==> src/ookpwc_pkg.sv <==
// Shared types and constants of the on-off-keyed pulse width code decoder.
`timescale 1ns / 1ps

package ookpwc_pkg;

	// Period lengths and all threshold registers are this wide.
	localparam int LEN_W = 25;
	localparam logic [LEN_W-1:0] LEN_MAX = {LEN_W{1'b1}};

	// Timer wrap counter width and its saturation value.
	localparam int WRAP_W = 8;
	localparam logic [WRAP_W-1:0] WRAP_MAX = {WRAP_W{1'b1}};

	// Configuration port geometry.
	localparam int ADDR_W = 5;
	localparam int DATA_W = 32;
	localparam int REG_IDX_W = 3;

	// Register indexes.
	localparam logic [REG_IDX_W-1:0] REG_PAUSE_MIN = 3'd0;
	localparam logic [REG_IDX_W-1:0] REG_PAUSE_MAX = 3'd1;
	localparam logic [REG_IDX_W-1:0] REG_SHORT_MIN = 3'd2;
	localparam logic [REG_IDX_W-1:0] REG_SHORT_MAX = 3'd3;
	localparam logic [REG_IDX_W-1:0] REG_BIT_MIN   = 3'd4;
	localparam logic [REG_IDX_W-1:0] REG_BIT_MAX   = 3'd5;

	// Register reset values.
	localparam logic [LEN_W-1:0] PAUSE_MIN_RST = 25'd9000;
	localparam logic [LEN_W-1:0] PAUSE_MAX_RST = 25'd20000;
	localparam logic [LEN_W-1:0] SHORT_MIN_RST = 25'd200;
	localparam logic [LEN_W-1:0] SHORT_MAX_RST = 25'd500;
	localparam logic [LEN_W-1:0] BIT_MIN_RST   = 25'd800;
	localparam logic [LEN_W-1:0] BIT_MAX_RST   = 25'd1200;

	// Command codes of an input word.
	localparam int CMD_W = 2;
	localparam logic [CMD_W-1:0] CMD_TICK     = 2'd0;
	localparam logic [CMD_W-1:0] CMD_CAP_HIGH = 2'd1;
	localparam logic [CMD_W-1:0] CMD_CAP_LOW  = 2'd2;

	// Sync state codes as reported on the result port.
	localparam int SYNC_W = 2;
	localparam logic [SYNC_W-1:0] SYNC_PAUSE = 2'd0;
	localparam logic [SYNC_W-1:0] SYNC_SHORT = 2'd1;
	localparam logic [SYNC_W-1:0] SYNC_BITS  = 2'd2;

	// Threshold register set.
	typedef struct packed {
		logic [LEN_W-1:0] pause_min;
		logic [LEN_W-1:0] pause_max;
		logic [LEN_W-1:0] short_min;
		logic [LEN_W-1:0] short_max;
		logic [LEN_W-1:0] bit_min;
		logic [LEN_W-1:0] bit_max;
	} cfg_t;

	// Decoded command of the word being processed.
	typedef struct packed {
		logic tick;
		logic capture;
		logic high;
	} step_t;

endpackage

==> src/ookpwc_cfg.sv <==
// Configuration register file with its bus port.
`timescale 1ns / 1ps

module ookpwc_cfg (
	input  logic                           clk,
	input  logic                           arst_n,
	input  logic                           psel,
	input  logic                           penable,
	input  logic                           pwrite,
	input  logic [ookpwc_pkg::ADDR_W-1:0]  paddr,
	input  logic [ookpwc_pkg::DATA_W-1:0]  pwdata,
	output logic [ookpwc_pkg::DATA_W-1:0]  prdata,
	output logic                           pready,
	output ookpwc_pkg::cfg_t               cfg
);

	logic [ookpwc_pkg::REG_IDX_W-1:0] idx;
	logic                             wr_en;
	logic [ookpwc_pkg::LEN_W-1:0]     wdata;
	logic [ookpwc_pkg::LEN_W-1:0]     rdata;
	ookpwc_pkg::cfg_t                 cfg_q;

	assign idx    = paddr[ookpwc_pkg::ADDR_W-1:2];
	assign wr_en  = psel && penable && pwrite;
	assign wdata  = pwdata[ookpwc_pkg::LEN_W-1:0];
	assign pready = 1'b1;
	assign cfg    = cfg_q;

	// Register writes; writes beyond the register list are dropped.
	always_ff @(posedge clk or negedge arst_n) begin
		if (!arst_n) begin
			cfg_q.pause_min <= ookpwc_pkg::PAUSE_MIN_RST;
			cfg_q.pause_max <= ookpwc_pkg::PAUSE_MAX_RST;
			cfg_q.short_min <= ookpwc_pkg::SHORT_MIN_RST;
			cfg_q.short_max <= ookpwc_pkg::SHORT_MAX_RST;
			cfg_q.bit_min   <= ookpwc_pkg::BIT_MIN_RST;
			cfg_q.bit_max   <= ookpwc_pkg::BIT_MAX_RST;
		end else if (wr_en) begin
			case (idx)
				ookpwc_pkg::REG_PAUSE_MIN: cfg_q.pause_min <= wdata;
				ookpwc_pkg::REG_PAUSE_MAX: cfg_q.pause_max <= wdata;
				ookpwc_pkg::REG_SHORT_MIN: cfg_q.short_min <= wdata;
				ookpwc_pkg::REG_SHORT_MAX: cfg_q.short_max <= wdata;
				ookpwc_pkg::REG_BIT_MIN:   cfg_q.bit_min   <= wdata;
				ookpwc_pkg::REG_BIT_MAX:   cfg_q.bit_max   <= wdata;
				default: ;
			endcase
		end
	end

	// Read mux.
	always_comb begin
		case (idx)
			ookpwc_pkg::REG_PAUSE_MIN: rdata = cfg_q.pause_min;
			ookpwc_pkg::REG_PAUSE_MAX: rdata = cfg_q.pause_max;
			ookpwc_pkg::REG_SHORT_MIN: rdata = cfg_q.short_min;
			ookpwc_pkg::REG_SHORT_MAX: rdata = cfg_q.short_max;
			ookpwc_pkg::REG_BIT_MIN:   rdata = cfg_q.bit_min;
			ookpwc_pkg::REG_BIT_MAX:   rdata = cfg_q.bit_max;
			default:                   rdata = '0;
		endcase
	end

	assign prdata = ookpwc_pkg::DATA_W'(rdata);

endmodule

==> src/ookpwc_period.sv <==
// Timer wrap counter and period length calculation.
`timescale 1ns / 1ps

module ookpwc_period #(
	parameter int STAMP_WIDTH = 16
) (
	input  logic                         clk,
	input  logic                         arst_n,
	input  logic                         step_en,
	input  ookpwc_pkg::step_t            step,
	input  logic [STAMP_WIDTH-1:0]       stamp,
	input  logic                         pending,
	output logic [ookpwc_pkg::LEN_W-1:0] len
);

	localparam int WR_W  = ookpwc_pkg::WRAP_W + 1;
	localparam int SUM_W = WR_W + STAMP_WIDTH;
	localparam int EXT_W = (SUM_W > ookpwc_pkg::LEN_W) ? SUM_W : ookpwc_pkg::LEN_W;

	logic [ookpwc_pkg::WRAP_W-1:0] wrap_count_q;
	logic [STAMP_WIDTH-1:0]        last_stamp_q;
	logic [WR_W-1:0]               wraps;
	logic [WR_W-1:0]               wraps_adj;
	logic [STAMP_WIDTH-1:0]        diff;
	logic                          back;
	logic [EXT_W-1:0]              full;

	// The timestamp difference wraps modulo the timer width; a backward
	// stamp borrows one counted wrap.
	assign wraps     = {1'b0, wrap_count_q} + WR_W'(pending);
	assign back      = stamp < last_stamp_q;
	assign diff      = stamp - last_stamp_q;
	assign wraps_adj = back ? wraps - WR_W'(1) : wraps;
	assign full      = EXT_W'({wraps_adj, diff});

	// Saturate on underflow and on lengths past the register range.
	always_comb begin
		if (back && wraps == '0) begin
			len = ookpwc_pkg::LEN_MAX;
		end else if (full > EXT_W'(ookpwc_pkg::LEN_MAX)) begin
			len = ookpwc_pkg::LEN_MAX;
		end else begin
			len = full[ookpwc_pkg::LEN_W-1:0];
		end
	end

	// Wrap counting and timestamp history.
	always_ff @(posedge clk or negedge arst_n) begin
		if (!arst_n) begin
			wrap_count_q <= '0;
			last_stamp_q <= '0;
		end else if (step_en) begin
			if (step.tick) begin
				if (wrap_count_q != ookpwc_pkg::WRAP_MAX) begin
					wrap_count_q <= wrap_count_q + ookpwc_pkg::WRAP_W'(1);
				end
			end else if (step.capture) begin
				wrap_count_q <= '0;
				last_stamp_q <= stamp;
			end
		end
	end

endmodule

==> src/ookpwc_sync.sv <==
// Sync state machine and code bit gathering.
`timescale 1ns / 1ps

module ookpwc_sync #(
	parameter int CODE_BITS = 12
) (
	input  logic                          clk,
	input  logic                          arst_n,
	input  logic                          step_en,
	input  ookpwc_pkg::step_t             step,
	input  logic [ookpwc_pkg::LEN_W-1:0]  len,
	input  ookpwc_pkg::cfg_t              cfg,
	output logic                          delivered,
	output logic [CODE_BITS-1:0]          code_next,
	output logic [ookpwc_pkg::SYNC_W-1:0] sync_next
);

	localparam int CNT_W = $clog2(CODE_BITS + 2);

	typedef enum logic [2:0] {
		ST_PAUSE = 3'b001,
		ST_SHORT = 3'b010,
		ST_BITS  = 3'b100
	} state_t;

	state_t                       state_q, state_d;
	logic [ookpwc_pkg::LEN_W-1:0] last_period_q;
	logic [CODE_BITS-1:0]         shift_q, shift_d;
	logic [CNT_W-1:0]             count_q, count_d;
	logic [CODE_BITS-1:0]         decoded_q, decoded_d;
	logic [ookpwc_pkg::LEN_W:0]   bit_span;
	logic [CODE_BITS-1:0]         set_mask;
	logic                         deliver;

	assign bit_span = {1'b0, last_period_q} + {1'b0, len};

	// One-hot mask of the bit position the next received bit goes to.
	always_comb begin
		for (int i = 0; i < CODE_BITS; i++) begin
			set_mask[i] = (count_q == CNT_W'(i));
		end
	end

	// Next state on a capture word.
	always_comb begin
		state_d   = state_q;
		shift_d   = shift_q;
		count_d   = count_q;
		decoded_d = decoded_q;
		deliver   = 1'b0;
		if (step.capture) begin
			if (len >= cfg.pause_min) begin
				if (step.high || len > cfg.pause_max) begin
					state_d = ST_PAUSE;
				end else begin
					if (state_q == ST_BITS && count_q == CNT_W'(CODE_BITS)) begin
						decoded_d = shift_q;
						deliver   = 1'b1;
					end
					state_d = ST_SHORT;
				end
			end else if (state_q == ST_BITS) begin
				if (len > cfg.bit_max) begin
					state_d = ST_PAUSE;
				end else if (step.high) begin
					if (bit_span < {1'b0, cfg.bit_min} || bit_span > {1'b0, cfg.bit_max}) begin
						state_d = ST_PAUSE;
					end else begin
						if (len > last_period_q && count_q < CNT_W'(CODE_BITS)) begin
							shift_d = shift_q | set_mask;
						end
						if (count_q < CNT_W'(CODE_BITS + 1)) begin
							count_d = count_q + CNT_W'(1);
						end
					end
				end
			end else if (state_q == ST_SHORT && step.high && len >= cfg.short_min
				&& len <= cfg.short_max) begin
				shift_d = '0;
				count_d = '0;
				state_d = ST_BITS;
			end else begin
				state_d = ST_PAUSE;
			end
		end
	end

	// Reported state code.
	always_comb begin
		case (state_d)
			ST_PAUSE: sync_next = ookpwc_pkg::SYNC_PAUSE;
			ST_SHORT: sync_next = ookpwc_pkg::SYNC_SHORT;
			ST_BITS:  sync_next = ookpwc_pkg::SYNC_BITS;
			default:  sync_next = ookpwc_pkg::SYNC_PAUSE;
		endcase
	end

	assign delivered = deliver;
	assign code_next = decoded_d;

	// State registers advance once per processed word.
	always_ff @(posedge clk or negedge arst_n) begin
		if (!arst_n) begin
			state_q       <= ST_PAUSE;
			last_period_q <= '0;
			shift_q       <= '0;
			count_q       <= '0;
			decoded_q     <= '0;
		end else if (step_en) begin
			state_q   <= state_d;
			shift_q   <= shift_d;
			count_q   <= count_d;
			decoded_q <= decoded_d;
			if (step.capture) begin
				last_period_q <= len;
			end
		end
	end

endmodule

==> src/ook_pulse_width_code_decoder.sv <==
// Top level of the on-off-keyed pulse width code decoder.
`timescale 1ns / 1ps

// Decodes a remote control code from edge timestamps. Each input word is a
// timer wrap tick or an edge capture; every word yields exactly one result
// word carrying the current code, the sync state and a flag that marks the
// word on which a complete code arrived. The block takes one word per clock
// cycle unless the result side stalls: a word sits in the input register
// while the period length and the sync state machine are evaluated, and
// its result is then held in the output register. A stalled result holds
// only the word behind it; the input register accepts whenever the output
// register can take its word. The user must write thresholds through the
// register port while no word is in flight; the block does not enforce it.
module ook_pulse_width_code_decoder #(
	parameter int CODE_BITS   = 12,
	parameter int STAMP_WIDTH = 16
) (
	input  logic                          clk,
	input  logic                          arst_n,
	input  logic                          item_valid,
	output logic                          item_stall,
	input  logic [ookpwc_pkg::CMD_W-1:0]  cmd,
	input  logic [STAMP_WIDTH-1:0]        capture_value,
	input  logic                          update_pending,
	output logic                          result_valid,
	input  logic                          result_stall,
	output logic                          code_valid,
	output logic [CODE_BITS-1:0]          code,
	output logic [ookpwc_pkg::SYNC_W-1:0] sync_state,
	input  logic                          psel,
	input  logic                          penable,
	input  logic                          pwrite,
	input  logic [ookpwc_pkg::ADDR_W-1:0] paddr,
	input  logic [ookpwc_pkg::DATA_W-1:0] pwdata,
	output logic [ookpwc_pkg::DATA_W-1:0] prdata,
	output logic                          pready
);

	logic                          v_s1;
	logic [ookpwc_pkg::CMD_W-1:0]  cmd_s1;
	logic [STAMP_WIDTH-1:0]        stamp_s1;
	logic                          pend_s1;
	logic                          adv;
	ookpwc_pkg::step_t             step;
	ookpwc_pkg::cfg_t              cfg;
	logic [ookpwc_pkg::LEN_W-1:0]  len;
	logic                          delivered;
	logic [CODE_BITS-1:0]          code_next;
	logic [ookpwc_pkg::SYNC_W-1:0] sync_next;
	logic                          result_valid_q;
	logic                          code_valid_q;
	logic [CODE_BITS-1:0]          code_q;
	logic [ookpwc_pkg::SYNC_W-1:0] sync_state_q;

	// The input word moves on when the output register is free or drains.
	assign adv        = v_s1 && (!result_valid_q || !result_stall);
	assign item_stall = v_s1 && !adv;

	// Input register.
	always_ff @(posedge clk or negedge arst_n) begin
		if (!arst_n) begin
			v_s1 <= 1'b0;
		end else if (!item_stall) begin
			v_s1 <= item_valid;
		end
	end

	always_ff @(posedge clk) begin
		if (item_valid && !item_stall) begin
			cmd_s1   <= cmd;
			stamp_s1 <= capture_value;
			pend_s1  <= update_pending;
		end
	end

	// Command decode; the unused code is neither a tick nor a capture.
	assign step.tick    = (cmd_s1 == ookpwc_pkg::CMD_TICK);
	assign step.high    = (cmd_s1 == ookpwc_pkg::CMD_CAP_HIGH);
	assign step.capture = (cmd_s1 == ookpwc_pkg::CMD_CAP_HIGH)
		|| (cmd_s1 == ookpwc_pkg::CMD_CAP_LOW);

	ookpwc_cfg u_cfg (
		.clk     (clk),
		.arst_n  (arst_n),
		.psel    (psel),
		.penable (penable),
		.pwrite  (pwrite),
		.paddr   (paddr),
		.pwdata  (pwdata),
		.prdata  (prdata),
		.pready  (pready),
		.cfg     (cfg)
	);

	ookpwc_period #(
		.STAMP_WIDTH (STAMP_WIDTH)
	) u_period (
		.clk     (clk),
		.arst_n  (arst_n),
		.step_en (adv),
		.step    (step),
		.stamp   (stamp_s1),
		.pending (pend_s1),
		.len     (len)
	);

	ookpwc_sync #(
		.CODE_BITS (CODE_BITS)
	) u_sync (
		.clk       (clk),
		.arst_n    (arst_n),
		.step_en   (adv),
		.step      (step),
		.len       (len),
		.cfg       (cfg),
		.delivered (delivered),
		.code_next (code_next),
		.sync_next (sync_next)
	);

	// Output register.
	always_ff @(posedge clk or negedge arst_n) begin
		if (!arst_n) begin
			result_valid_q <= 1'b0;
		end else if (adv) begin
			result_valid_q <= 1'b1;
		end else if (!result_stall) begin
			result_valid_q <= 1'b0;
		end
	end

	always_ff @(posedge clk) begin
		if (adv) begin
			code_valid_q <= delivered;
			code_q       <= code_next;
			sync_state_q <= sync_next;
		end
	end

	assign result_valid = result_valid_q;
	assign code_valid   = code_valid_q;
	assign code         = code_q;
	assign sync_state   = sync_state_q;

`ifndef SYNTHESIS
	// A delivered code always leaves the machine waiting for the sync pulse.
	a_code_in_short: assert property (@(posedge clk) disable iff (!arst_n)
		result_valid && code_valid |-> sync_state == ookpwc_pkg::SYNC_SHORT)
		else $error("code delivered outside the short pulse wait state");

	// The input side only stalls while holding a word.
	a_stall_holds_word: assert property (@(posedge clk) disable iff (!arst_n)
		item_stall |-> v_s1)
		else $error("input stalled with an empty input register");

	// A new result can only come from a word in the input register.
	a_result_from_s1: assert property (@(posedge clk) disable iff (!arst_n)
		$rose(result_valid) |-> $past(v_s1))
		else $error("result appeared without a word in the input register");
`endif

endmodule
==> config.mk <==
export PLATFORM = sky130hd
export DESIGN_NAME = ook_pulse_width_code_decoder
export DESIGN_NICKNAME = d
export VERILOG_FILES = /design/src/ookpwc_pkg.sv /design/src/ookpwc_cfg.sv /design/src/ookpwc_period.sv /design/src/ookpwc_sync.sv /design/src/ook_pulse_width_code_decoder.sv
export SDC_FILE = /design/constraint.sdc
export NUM_CORES = 1
export LEC_CHECK = 0
export BUFFER_PORTS_ARGS = -buffer_cell sky130_fd_sc_hd__buf_4
export CORE_ASPECT_RATIO = 0.7
export CORE_MARGIN = 2
export CORE_UTILIZATION = 45
export CTS_BUF_LIST = sky130_fd_sc_hd__clkbuf_2
export DETAILED_ROUTE_END_ITERATION = 7
export GPL_TIMING_DRIVEN = 0
export PLACE_DENSITY = 0.6
export SLEW_MARGIN = 20
export SYNTH_ARGS = -nofsm -noshare
export SYNTH_HDL_FRONTEND = slang
export SYNTH_SLANG_ARGS = --single-unit
export TNS_END_PERCENT = 30
==> constraint.sdc <==
create_clock -name clk -period 9.4 [get_ports clk]
set_clock_uncertainty 0.2 [all_clocks]
set_input_delay 1.41 -clock clk [delete_from_list [all_inputs] [get_ports clk]]
set_output_delay 1.41 -clock clk [all_outputs]
set_load 0.005 [all_outputs]
==> flow_results.xml <==
<?xml version="1.0" encoding="UTF-8"?>
<metrics>
  <group name="global_route">
    <metric name="globalRouteTotalUtil" unit="">0.271</metric>
    <metric name="met2_usage" unit="">0.374</metric>
    <metric name="wire_length_of_the_first_global_routing_pass" unit="um">86700</metric>
    <metric name="use_met3" unit="">0.0804</metric>
    <metric name="maximum_number_of_pins_on_one_net_before_global_route_repair" unit="">94</metric>
    <metric name="grt_most_used_layer" unit="">met1</metric>
    <metric name="number_of_antenna_violations_at_the_first_check_in_global_routing" unit="">3</metric>
    <metric name="globalRouteOverflowTotal" unit="">0</metric>
    <metric name="gr_met1_demand_resource" unit="">0.413</metric>
    <metric name="first_global_vias" unit="">15014</metric>
  </group>
  <group name="floorplan">
    <metric name="fp.coreArea" unit="mm2">0.0397</metric>
    <metric name="die_w" unit="um">244</metric>
    <metric name="initial_utilization" unit="">0.456</metric>
    <metric name="dieHeight" unit="um">172</metric>
    <metric name="floorplan.die_area" unit="mm2">0.0419</metric>
    <metric name="boundaryPins" unit="">113</metric>
    <metric name="rows" unit="">61</metric>
  </group>
  <group name="synth">
    <metric name="count_of_synthesis_stage_warnings_from_yosys" unit="">0</metric>
    <metric name="synth_cell_types" unit="">88</metric>
    <metric name="async_flop_share" unit="">0.872</metric>
    <metric name="synth_area_per_cell" unit="um2">9.02</metric>
    <metric name="number_of_flops_mapped_to_enable_cells_by_yosys" unit="">34</metric>
    <metric name="synth-seq-area-share" unit="">0.379</metric>
    <metric name="dominantRegCellSynth" unit="">sky130_fd_sc_hd__dfrtp_1</metric>
    <metric name="synth_seq_cells" unit="">266</metric>
    <metric name="netlist_area" unit="mm2">0.0181</metric>
    <metric name="synthCells" unit="">2005</metric>
  </group>
  <group name="pwr">
    <metric name="ir_drop" unit="mV">0.203</metric>
    <metric name="p_leak" unit="uW">0.00961</metric>
    <metric name="power.density_cell_area" unit="mW/mm2">343</metric>
  </group>
  <group name="timing">
    <metric name="maxClockFrequency" unit="MHz">111</metric>
    <metric name="timing_max_transition_violations_final" unit="">0</metric>
    <metric name="totalNegativeSetupSlack" unit="ns">0</metric>
    <metric name="timing_worst_slew_pin_value" unit="ns">0.953</metric>
    <metric name="report.final.setup_viol" unit="">0</metric>
    <metric name="timing.final.crit_share" unit="">0.959</metric>
    <metric name="timing.max_slew.rel_slack" unit="">0.348</metric>
    <metric name="period_minus_slack" unit="ns">9.02</metric>
    <metric name="final.setup.worst_slack" unit="ns">0.383</metric>
    <metric name="final_hold_viol_count" unit="">0</metric>
  </group>
  <group name="place">
    <metric name="place.gp.congestion" unit="">0.969</metric>
    <metric name="place.port_buffers" unit="">95</metric>
    <metric name="dpl_cell_area" unit="mm2">0.0196</metric>
    <metric name="hpwl_reported_at_the_end_of_detailed_placement" unit="um">44100</metric>
    <metric name="place_inst" unit="">2643</metric>
    <metric name="pre_cts_ws" unit="ns">0.0308</metric>
  </group>
  <group name="worst_setup_path">
    <metric name="path_max_fanout" unit="">10</metric>
    <metric name="timing.reg2reg.worst_path_depth" unit="">30</metric>
    <metric name="timing.critical_path.mode_cell" unit="">sky130_fd_sc_hd__ha_1</metric>
    <metric name="crit_path_max_incr_delay" unit="ns">0.57</metric>
    <metric name="crit_family" unit="">compound AO/OA/AOI/OAI gates</metric>
    <metric name="worst-setup-path-type" unit="">reg -&gt; reg</metric>
    <metric name="cp_data_required_time" unit="ns">10.05</metric>
    <metric name="critical_path_arrival" unit="ns">9.67</metric>
    <metric name="critical-path-slowest-cell" unit="">sky130_fd_sc_hd__or4_1</metric>
    <metric name="worst_setup_path_start_kind" unit="">flop</metric>
    <metric name="cp-end-kind" unit="">flop</metric>
    <metric name="critical_path.n_buffers_inverters" unit="">3</metric>
    <metric name="cp_num_cells" unit="">30</metric>
  </group>
  <group name="drt">
    <metric name="route.detailed.wl_per_inst" unit="um">20.3</metric>
    <metric name="drt.antenna.violating_nets" unit="">0</metric>
    <metric name="drtIter0Drc" unit="">1702</metric>
    <metric name="routed-via-count" unit="">15776</metric>
    <metric name="route.detailed.drc" unit="">0</metric>
    <metric name="via_per_inst" unit="">5.68</metric>
    <metric name="drt_first_pass_iters" unit="">5</metric>
    <metric name="detail_route.wirelength" unit="um">56400</metric>
  </group>
  <group name="clock_network">
    <metric name="cts_buffers" unit="">72</metric>
    <metric name="tritoncts_num_sinks" unit="">266</metric>
    <metric name="ctsLongestPathBuffers" unit="">3</metric>
    <metric name="cts.hold.buffers_added" unit="">0</metric>
    <metric name="clk_pin_slew" unit="ns">0.11</metric>
    <metric name="cts_tree" unit="">built</metric>
    <metric name="clockRootBuffer" unit="">sky130_fd_sc_hd__clkbuf_2</metric>
    <metric name="worst_skew_pair.late_latency" unit="ns">0.98</metric>
    <metric name="htree_levels" unit="">3</metric>
  </group>
  <group name="finish">
    <metric name="final_cells" unit="">2776</metric>
    <metric name="layout.cells.most_common_list" unit="">sky130_fd_sc_hd__nand2_1 (251), sky130_fd_sc_hd__ha_1 (251), sky130_fd_sc_hd__o21ai_0 (244)</metric>
    <metric name="drive_above_1_share" unit="">0.156</metric>
    <metric name="syn2layout_area_growth" unit="%">12.6</metric>
    <metric name="final_nets" unit="">2499</metric>
    <metric name="fin_area" unit="mm2">0.0204</metric>
  </group>
  <group name="run_status">
    <metric name="outcome" unit="">completed</metric>
  </group>
  <group name="job">
    <metric name="drv_cap" unit="">0</metric>
  </group>
  <group name="worst_hold_path">
    <metric name="worstHoldPathType" unit="">in -&gt; async</metric>
  </group>
</metrics>
## state kept, by name, indices dropped and copies added, names as in the netlist, 2 cells and up
name and cells:
u_sync.state_q 3, u_sync.shift_q 12, sync_state 2, u_period.wrap_count_q 8, u_period.last_stamp_q 16, cmd_s1 2, u_sync.count_q 4, code 12
u_sync.last_period_q 25, u_sync.decoded_q 12, stamp_s1 16, u_cfg.cfg 150
## repair_timing
item	in CTS	in global routing
gates resized for setup	1	9
endpoints found under the setup margin	4	19
buffers inserted	0	0
endpoints found under the hold margin	0	0
gates cloned	0	0
## per-stage QoR
stage	power (uW)	utilization	hold slack, ns
after floorplan	4650	-	0.259
after global placement	5760	0.491	0.279
after detailed placement	5890	0.493	0.286
after CTS	6860	0.511	0.139
after global routing	7620	0.513	0.132
final	6980	0.513	0.212
## layout make-up
type	instances	area (um2)
Buffer	80	353
Clock buffer	118	591
Fill cell	3772	19300
Tap cell	535	669
Antenna cell	4	10.0
Clock inverter	10	120
Timing Repair Buffer	98	783
Inverter	224	841
Multi-Input combinational cell	1441	10100
Sequential cell	266	6860
## path summary, 6_finish.rpt
kind,endpoint,from,slack [ns]
max,u_sync.shift_q[8],u_period.last_stamp_q[0],0.38
min,u_sync.decoded_q[4],arst_n,0.21
max reg2reg,u_sync.shift_q[8],u_period.last_stamp_q[0],0.38
min reg2reg,u_period.last_stamp_q[7],stamp_s1[7],0.31
max in group asynchronous,u_cfg.cfg[130],arst_n,7.50
min in group clk,u_period.last_stamp_q[7],stamp_s1[7],0.31
## routing by layer
layer,part of all wire,vias to the layer above,wire [um]
li1,-,7492,-
met1,0.50,7601,28000
met2,0.40,612,22400
met3,0.094,71,5330
met4,0.013,0,730
met5,0,-,0
## synthesized netlist by cell type, drive strengths merged (3+ instances only)
library cell	count	area share
dfstp	27	0.039
o211ai	13	0.0054
nor4	6	0.0029
a2111oi	4	0.0023
a22o	12	0.0058
o31ai	7	0.0029
and3	10	0.0035
dfrtp	205	0.28
nor2b	16	0.0055
or2	12	0.0041
a21oi	92	0.026
ha	251	0.17
nand2b	16	0.0055
o31a	4	0.0019
nand2	253	0.053
and4	7	0.0034
o21bai	7	0.0029
a31oi	20	0.0073
nor4b	3	0.0026
or3	11	0.0038
nand4	41	0.014
nor3b	6	0.0030
o2111ai	3	0.0018
nand3	35	0.0097
xnor2	28	0.014
a22oi	3	0.0012
nor2	95	0.020
a211o	3	0.0015
o21ai	248	0.069
o21a	13	0.0054
a221oi	31	0.015
buf	20	0.0071
xor2	18	0.0087
o22ai	8	0.0028
a21o	19	0.0079
or4	4	0.0019
and2	4	0.0014
nor3	24	0.0073
o221ai	27	0.013
clkbuf	60	0.012
inv	223	0.046
a211oi	14	0.0058
mux2	37	0.023
edfxtp	34	0.056
## cells by family after synthesis
| kind of cell | synth area share |
|---|---|
| xor gates and xnor gates | 0.0223 |
| DFF | 0.379 |
| muxes | 0.0243 |
| adders and majority gates | 0.176 |
| AOI/OAI and AO/OA | 0.187 |
| buffers and inverters | 0.0660 |
| and+or+nand+nor | 0.145 |
| other | 0.000415 |
## where the power goes
part | switching, uW | internal (uW)
registers | 125 | 1420
clock network | 520 | 407
logic | 2770 | 1730
total | 3420 | 3570
(Power assumes the default switching activity.)
